$ cat config.mk
export PLATFORM = sky130hd
export DESIGN_NAME = interval_range_table_unit
export DESIGN_NICKNAME = d
export VERILOG_FILES = /design/src/design/irt_pkg.sv /design/src/design/irt_store.sv /design/src/design/interval_range_table_unit.sv
export SDC_FILE = /design/constraint.sdc
export NUM_CORES = 2
export LEC_CHECK = 0
export BUFFER_PORTS_ARGS = -buffer_cell sky130_fd_sc_hd__buf_4
export CAP_MARGIN = 10
export CORE_MARGIN = 3
export CORE_UTILIZATION = 40
export DETAILED_ROUTE_END_ITERATION = 10
export HOLD_SLACK_MARGIN = 0.05
export PLACE_DENSITY = 0.52
export SKIP_CTS_REPAIR_TIMING = 1
export SLEW_MARGIN = 40
export SYNTH_ARGS = -nofsm -noshare
export SYNTH_HDL_FRONTEND = slang
export SYNTH_MEMORY_MAX_BITS = 65536
export SYNTH_SLANG_ARGS = --single-unit
$ cat constraint.sdc
create_clock -name clk -period 20.8 [get_ports clk]
set_clock_uncertainty 0.2 [all_clocks]
set_input_delay 2.08 -clock clk [delete_from_list [all_inputs] [get_ports clk]]
set_output_delay 2.08 -clock clk [all_outputs]
set_load 0.05 [all_outputs]
$ cat src/design/irt_pkg.sv
// Package for the interval range table: sizes, operation and status codes,
// the stored entry layout and the control bundle to the entry store.
// No dependencies.
`default_nettype none

package irt_pkg;

  localparam int ENTRIES = 64;
  localparam int IDX_W   = $clog2(ENTRIES);
  localparam int CNT_W   = $clog2(ENTRIES + 1);
  localparam int SLOT_W  = 6;
  localparam int CMP_W   = ((IDX_W > SLOT_W) ? IDX_W : SLOT_W) + 1;

  localparam logic [1:0] OP_INSERT = 2'd0;
  localparam logic [1:0] OP_DELETE = 2'd1;
  localparam logic [1:0] OP_FIND   = 2'd2;
  localparam logic [1:0] OP_CLEAR  = 2'd3;

  localparam logic [2:0] ST_OK       = 3'd0;
  localparam logic [2:0] ST_OVERLAP  = 3'd1;
  localparam logic [2:0] ST_FULL     = 3'd2;
  localparam logic [2:0] ST_NOTFOUND = 3'd3;
  localparam logic [2:0] ST_BADRANGE = 3'd4;

  typedef struct packed {
    logic [31:0] ebegin;
    logic [31:0] elimit;
    logic [7:0]  ekind;
  } entry_t;

  typedef struct packed {
    logic             wr_en;
    logic [IDX_W-1:0] wr_addr;
    logic             rd_en;
    logic [IDX_W-1:0] rd_addr;
    logic             del_en;
    logic [IDX_W-1:0] del_addr;
    logic             clr;
  } store_ctl_t;

endpackage

`default_nettype wire

$ cat src/design/irt_store.sv
// Entry store of the interval range table: one synchronous memory for the
// bounds and kinds, plus the per-slot used flags. Depends on irt_pkg.
`default_nettype none

module irt_store
  import irt_pkg::*;
(
  input  wire logic             clk,
  input  wire logic             rst,
  input  wire store_ctl_t       ctl,
  input  wire entry_t           wr_data,
  input  wire logic [IDX_W-1:0] probe_addr,
  output logic                  probe_used,
  output entry_t                rd_data,
  output logic                  rd_used
);

  entry_t           mem [ENTRIES];
  logic [ENTRIES-1:0] used;

  always_ff @(posedge clk) begin
    if (ctl.wr_en) begin
      mem[ctl.wr_addr] <= wr_data;
    end
    if (ctl.rd_en) begin
      rd_data <= mem[ctl.rd_addr];
      rd_used <= used[ctl.rd_addr];
    end
  end

  always_ff @(posedge clk) begin
    if (rst || ctl.clr) begin
      used <= '0;
    end else begin
      if (ctl.del_en) begin
        used[ctl.del_addr] <= 1'b0;
      end
      if (ctl.wr_en) begin
        used[ctl.wr_addr] <= 1'b1;
      end
    end
  end

  assign probe_used = used[probe_addr];

endmodule

`default_nettype wire

$ cat src/design/interval_range_table_unit.sv
// Top level of the interval range table: command port, scan sequencer and
// result registers. Depends on irt_pkg and irt_store.
// Insert (legal range) and find run a scan that reads one stored entry per
// cycle from the entry memory; a hit or overlap ends the scan early. Delete,
// clear and a bad range finish without a scan.
// The result strobe done is high for one cycle after the transfer completes.
// Reset clears the used flags and the sequencer; the table is then empty.
`default_nettype none

module interval_range_table_unit
  import irt_pkg::*;
(
  input  wire logic        clk,
  input  wire logic        rst,
  input  wire logic        start,
  output logic             busy,
  input  wire logic [1:0]  operation,
  input  wire logic [31:0] range_begin,
  input  wire logic [31:0] range_limit,
  input  wire logic [7:0]  kind,
  input  wire logic [5:0]  slot,
  input  wire logic [31:0] point,
  output logic             done,
  output logic [2:0]       status,
  output logic [5:0]       result_slot,
  output logic [7:0]       result_kind,
  output logic [31:0]      found_begin,
  output logic [31:0]      found_limit
);

  typedef enum logic [1:0] {
    S_IDLE = 2'b01,
    S_SCAN = 2'b10
  } state_t;

  function automatic logic [5:0] to_slot(input logic [IDX_W-1:0] idx);
    logic [CMP_W-1:0] wide;
    wide = CMP_W'(idx);
    return wide[5:0];
  endfunction

  state_t           state;
  logic [CNT_W-1:0] iss;
  logic             pv;
  logic [IDX_W-1:0] pidx;
  logic             have_free;
  logic [IDX_W-1:0] free_slot;
  logic [1:0]       op_q;
  logic [31:0]      beg_q;
  logic [31:0]      lim_q;
  logic [7:0]       kind_q;
  logic [31:0]      pt_q;

  store_ctl_t       ctl;
  entry_t           wr_data;
  entry_t           rd_data;
  logic             rd_used;
  logic             probe_used;

  logic             accept;
  logic [CMP_W-1:0] slot_ext;
  logic             slot_ok;
  logic [IDX_W-1:0] slot_idx;
  logic             issue;
  logic             ovl;
  logic             hit;
  logic             last;
  logic             room;
  logic [IDX_W-1:0] free_idx;
  logic             ins_op;

  assign busy     = (state != S_IDLE);
  assign accept   = start && !busy;
  assign slot_ext = CMP_W'(slot);
  assign slot_ok  = slot_ext < CMP_W'(ENTRIES);
  assign slot_idx = slot_ext[IDX_W-1:0];
  assign issue    = (state == S_SCAN) && (iss != CNT_W'(ENTRIES));
  assign ins_op   = (op_q == OP_INSERT);
  assign ovl      = rd_used && (lim_q > rd_data.ebegin) && (beg_q < rd_data.elimit);
  assign hit      = rd_used && (pt_q >= rd_data.ebegin) && (pt_q < rd_data.elimit);
  assign last     = (pidx == IDX_W'(ENTRIES - 1));
  assign room     = have_free || !rd_used;
  assign free_idx = have_free ? free_slot : pidx;

  always_comb begin
    ctl          = '0;
    ctl.rd_en    = issue;
    ctl.rd_addr  = iss[IDX_W-1:0];
    ctl.wr_en    = pv && ins_op && !ovl && last && room;
    ctl.wr_addr  = free_idx;
    ctl.del_en   = accept && (operation == OP_DELETE) && slot_ok && probe_used;
    ctl.del_addr = slot_idx;
    ctl.clr      = accept && (operation == OP_CLEAR);
    wr_data      = '{ebegin: beg_q, elimit: lim_q, ekind: kind_q};
  end

  irt_store u_store (
    .clk        (clk),
    .rst        (rst),
    .ctl        (ctl),
    .wr_data    (wr_data),
    .probe_addr (slot_idx),
    .probe_used (probe_used),
    .rd_data    (rd_data),
    .rd_used    (rd_used)
  );

  always_ff @(posedge clk) begin
    if (rst) begin
      state     <= S_IDLE;
      iss       <= '0;
      pv        <= 1'b0;
      have_free <= 1'b0;
      done      <= 1'b0;
    end else begin
      done <= 1'b0;
      pv   <= issue;
      if (issue) begin
        iss <= iss + CNT_W'(1);
      end
      unique case (state)
        S_IDLE: begin
          if (accept) begin
            iss       <= '0;
            have_free <= 1'b0;
            unique case (operation)
              OP_INSERT: begin
                if (range_begin > range_limit) begin
                  done <= 1'b1;
                end else begin
                  state <= S_SCAN;
                end
              end
              OP_FIND: begin
                state <= S_SCAN;
              end
              default: begin
                done <= 1'b1;
              end
            endcase
          end
        end
        S_SCAN: begin
          if (pv) begin
            if (ins_op) begin
              if (!rd_used && !have_free) begin
                have_free <= 1'b1;
              end
              if (ovl || last) begin
                done  <= 1'b1;
                pv    <= 1'b0;
                state <= S_IDLE;
              end
            end else if (hit || last) begin
              done  <= 1'b1;
              pv    <= 1'b0;
              state <= S_IDLE;
            end
          end
        end
        default: begin
          state <= S_IDLE;
        end
      endcase
    end
  end

  always_ff @(posedge clk) begin
    if (accept) begin
      op_q   <= operation;
      beg_q  <= range_begin;
      lim_q  <= range_limit;
      kind_q <= kind;
      pt_q   <= point;
    end
    if (pv) begin
      pidx <= pidx + IDX_W'(1);
    end else begin
      pidx <= '0;
    end
    if ((state == S_SCAN) && pv && ins_op && !rd_used && !have_free) begin
      free_slot <= pidx;
    end
  end

  always_ff @(posedge clk) begin
    if ((state == S_IDLE) && accept) begin
      result_slot <= '0;
      result_kind <= '0;
      found_begin <= '0;
      found_limit <= '0;
      unique case (operation)
        OP_INSERT: status <= ST_BADRANGE;
        OP_DELETE: status <= (slot_ok && probe_used) ? ST_OK : ST_NOTFOUND;
        default:   status <= ST_OK;
      endcase
    end else if ((state == S_SCAN) && pv) begin
      result_slot <= '0;
      result_kind <= '0;
      found_begin <= '0;
      found_limit <= '0;
      if (ins_op) begin
        if (ovl) begin
          status <= ST_OVERLAP;
        end else if (room) begin
          status      <= ST_OK;
          result_slot <= to_slot(free_idx);
        end else begin
          status <= ST_FULL;
        end
      end else if (hit) begin
        status      <= ST_OK;
        result_slot <= to_slot(pidx);
        result_kind <= rd_data.ekind;
        found_begin <= rd_data.ebegin;
        found_limit <= rd_data.elimit;
      end else begin
        status <= ST_NOTFOUND;
      end
    end
  end

  a_done_idle: assert property (@(posedge clk) disable iff (rst)
    done |-> !busy)
    else $error("result strobe while the sequencer is still scanning");

  a_pv_scan: assert property (@(posedge clk) disable iff (rst)
    pv |-> (state == S_SCAN))
    else $error("read data marked valid outside a scan");

  a_bad_range: assert property (@(posedge clk) disable iff (rst)
    (accept && (operation == OP_INSERT) && (range_begin > range_limit))
      |=> (done && (status == ST_BADRANGE)))
    else $error("bad range insert did not report at once");

  a_miss_zero: assert property (@(posedge clk) disable iff (rst)
    (done && (status != ST_OK)) |-> ((result_slot == 6'd0) && (found_begin == 32'd0)
      && (found_limit == 32'd0) && (result_kind == 8'd0)))
    else $error("failed operation returned nonzero fields");

  a_write_end: assert property (@(posedge clk) disable iff (rst)
    ctl.wr_en |=> (done && (status == ST_OK)))
    else $error("entry written without a successful insert result");

endmodule

`default_nettype wire

==> impl_metrics.json <==
{
  "period_share": 0.343,
  "wl_mm": 635,
  "clockRootBuffer": "clkbuf_16",
  "synth_xor_area_frac": 0.000367,
  "numCtsBuffers": 538,
  "areaGrowthSynthToFinish_pct": 15.4,
  "muxShareOfSynthArea": 0.184,
  "worst-r2r-setup-slack_ns": 13.67,
  "clk_pin_slew_ns": 0.06,
  "async_flop_share": 0,
  "internal-power_w": 0.0172,
  "drive_gt1_frac": 0.324,
  "timing.critical_path.buf_inv": 5,
  "grt_pass1_wl_mm": 848,
  "wl_per_cell_um": 41.5,
  "htreeDepth": 6,
  "min_from": "u_store.rd_data[5]",
  "min_period_ns": 7.13,
  "place_area_mm2": 0.203,
  "synth_top_family_by_area": "multiplexers",
  "r2r_end": "u_store.mem[55][46]",
  "rsz0062_at_grt": "no",
  "drv_cap": 0,
  "avgViaCountPerCell": 6.28,
  "synth_area_mm2": 0.191,
  "antenna_found_initial": 57,
  "ioPinCount": 198,
  "final_area_mm2": 0.220,
  "synthSimpleGateAreaFrac": 0.00864,
  "holdWs_ns": 0.265,
  "ant_nets": 0,
  "synth_flop_cell": "edfxtp_1",
  "combPwrFrac": 0.072,
  "cp.required_ns": 21.25,
  "final_common_cell": "edfxtp_1",
  "min_to": "result_kind[5]",
  "clkLatencyLatePin_ns": 1.06,
  "powerDensity_mw_per_mm2": 102,
  "fmax_ghz": 0.140,
  "path_cells": "buf_4, ha_1, nand4_1, nor4_2, o211ai_1, a21oi_1, a211oi_4, nor4b_4, buf_4, nand3_4, nor2_4, buf_4, buf_4, buf_4",
  "tightest_slew_ns": 0.962,
  "nNetsFinal": 8887,
  "grt_max_degree": 85,
  "crit_type": "flop to flop",
  "synth_area_per_cell_um2": 24.1,
  "clock_power_share": 0.412,
  "sequentialPowerShare": 0.516,
  "r2r-start": "beg_q[29]",
  "drv_slew": 0,
  "yosys_warnings": 0,
  "hold_path_class": "flop to flop",
  "rr_worst_depth": 14,
  "die_w_um": 696,
  "cp_max_fo": 65,
  "grt_pass1_vias": 93500,
  "first_pass_iters": 6,
  "cpMaxStageDelayCell": "nor4_2",
  "p_sw_w": 0.00518,
  "drc_errors": 0,
  "worstHoldPathCells": 1,
  "dieArea_mm2": 0.485,
  "cp-start-kind": "flop",
  "slew-limit-headroom": 0.356,
  "cts_buffer_depth": 4,
  "netlist_instances": 7927,
  "yosys_register_bits": 4956,
  "cellLeakagePower_nw": 66.8,
  "rows": 252,
  "syn_nets": 8205,
  "final_cell_mix": "4796 x edfxtp_1, 1543 x mux4_2, 547 x clkbuf_16, 391 x buf_4, 163 x ha_1",
  "core-area_mm2": 0.473,
  "vias": 96000,
  "synth_edf_count": 4796,
  "setup_violations": 0,
  "dpl.hpwl_mm": 357,
  "gp_congestion": 0.932,
  "synth_compound_area_frac": 0.0138,
  "status": "complete, no violations",
  "ir_worst_vdd_mv": 0.0695,
  "crit_path_end_kind": "flop",
  "critPathMaxStageDelay_ns": 0.84,
  "crit_top_cell": "buf_4",
  "start_util": 0.403,
  "grt_overflow": 0,
  "clock-sinks": 4956,
  "synth_cell_type_count": 73,
  "fin_setup_tns_ns": 0,
  "yosysSeqAreaShare": 0.772,
  "cts_tree": "built",
  "sw_frac_of_total": 0.231,
  "crit_family": "buffers and inverters",
  "hold_violations": 0,
  "worst-endpoint-arrival_ns": 7.57,
  "grt_usage": 0.259,
  "yosys.area_share.adder": 0.0107,
  "portBuffers": 197,
  "first_iter_violations": 14200,
  "die_h_um": 696
}
[power by group through the flow]
stage                     clock network [W]  registers (W)  logic [W]
after floorplan                           0         0.0120   0.000661
after global placement                    0         0.0118    0.00155
after detailed placement                  0         0.0118    0.00161
after CTS                           0.00939         0.0116    0.00161
after global routing                0.00979         0.0116    0.00173
final                               0.00925         0.0116    0.00161
[metrics by stage]
stage | setup slack [ns] | utilization | instances | total power, W
floorplan | 13.69 | - | 7927 | 0.0127
global placement | 13.61 | 0.426 | 14200 | 0.0133
detailed placement | 13.88 | 0.429 | 14300 | 0.0134
CTS | 13.85 | 0.465 | 15300 | 0.0226
global route | 13.58 | 0.465 | 15300 | 0.0231
finish | 13.67 | 0.465 | 15300 | 0.0224
[sequential cells by signal (all words and copies together), names as in the netlist, 3 cells and up]
register,flops
u_store.mem,4608
u_store.rd_data,72
u_store.used,64
beg_q,32
found_begin,32
found_limit,32
lim_q,32
pt_q,32
kind_q,8
result_kind,8
iss,7
free_slot,6
pidx,6
result_slot,6
status,3
[cells by family after synthesis]
| family | Yosys count |
|---|---|
| AO/OA/AOI/OAI | 402 |
| multiplexers | 1567 |
| flip-flops | 4956 |
| XOR/XNOR | 8 |
| adder cells (fa/ha/maj) | 163 |
| buffers and inverters | 521 |
| AND/OR/NAND/NOR | 310 |
[worst max path at each step]
stage	slack (ns)	from	to	cells after the start
floorplan	13.69	lim_q[19]	u_store.mem[25][0]	10
global placement	13.61	iss[0]	u_store.rd_data[16]	8
detailed placement	13.88	lim_q[19]	u_store.mem[55][46]	14
CTS	13.85	lim_q[17]	u_store.mem[55][46]	14
global route	13.58	lim_q[19]	u_store.mem[55][46]	14
finish	13.67	beg_q[29]	u_store.mem[55][46]	14
[routing by layer]
| layer | wire, µm | GRT usage |
|---|---|---|
| met1 | 262000 | 0.377 |
| met2 | 287000 | 0.388 |
| met5 | 123 | 0 |
| met4 | 17900 | 0.0646 |
| met3 | 68400 | 0.0720 |
[synth_stat cells (36+ instances only)]
cell type | n | area [µm²]
clkbuf_1 | 244 | 916
nor2_1 | 89 | 334
ha_1 | 163 | 2040
nand4_1 | 44 | 275
nand2_1 | 61 | 229
buf_2 | 63 | 315
a21oi_1 | 90 | 450
o21ai_1 | 36 | 180
buf_1 | 82 | 308
o21ai_0 | 85 | 425
inv_1 | 127 | 477
a22o_1 | 73 | 639
mux4_2 | 1543 | 34800
edfxtp_1 | 4796 | 144000
dfxtp_1 | 160 | 3200
[final cells by class]
class	count	area (µm²)
sequential	4956	147000
multi-input combinational	2450	41900
tap	6223	7790
timing repair buffer	534	5480
inverter	129	612
antenna	39	97.6
clock inverter	272	2500
fill	38600	253000
clock buffer	689	14400
[worst register-to-register path, stage by stage, from the launching register on]
cell,delay (ns)
edfxtp_1,0.32
buf_4,0.50
ha_1,0.38
nand4_1,0.25
nor4_2,0.84
o211ai_1,0.21
a21oi_1,0.33
a211oi_4,0.19
nor4b_4,0.33
buf_4,0.36
nand3_4,0.30
nor2_4,0.64
buf_4,0.65
buf_4,0.56
buf_4,0.65
No activity file was read; power rests on OpenSTA's default activity.
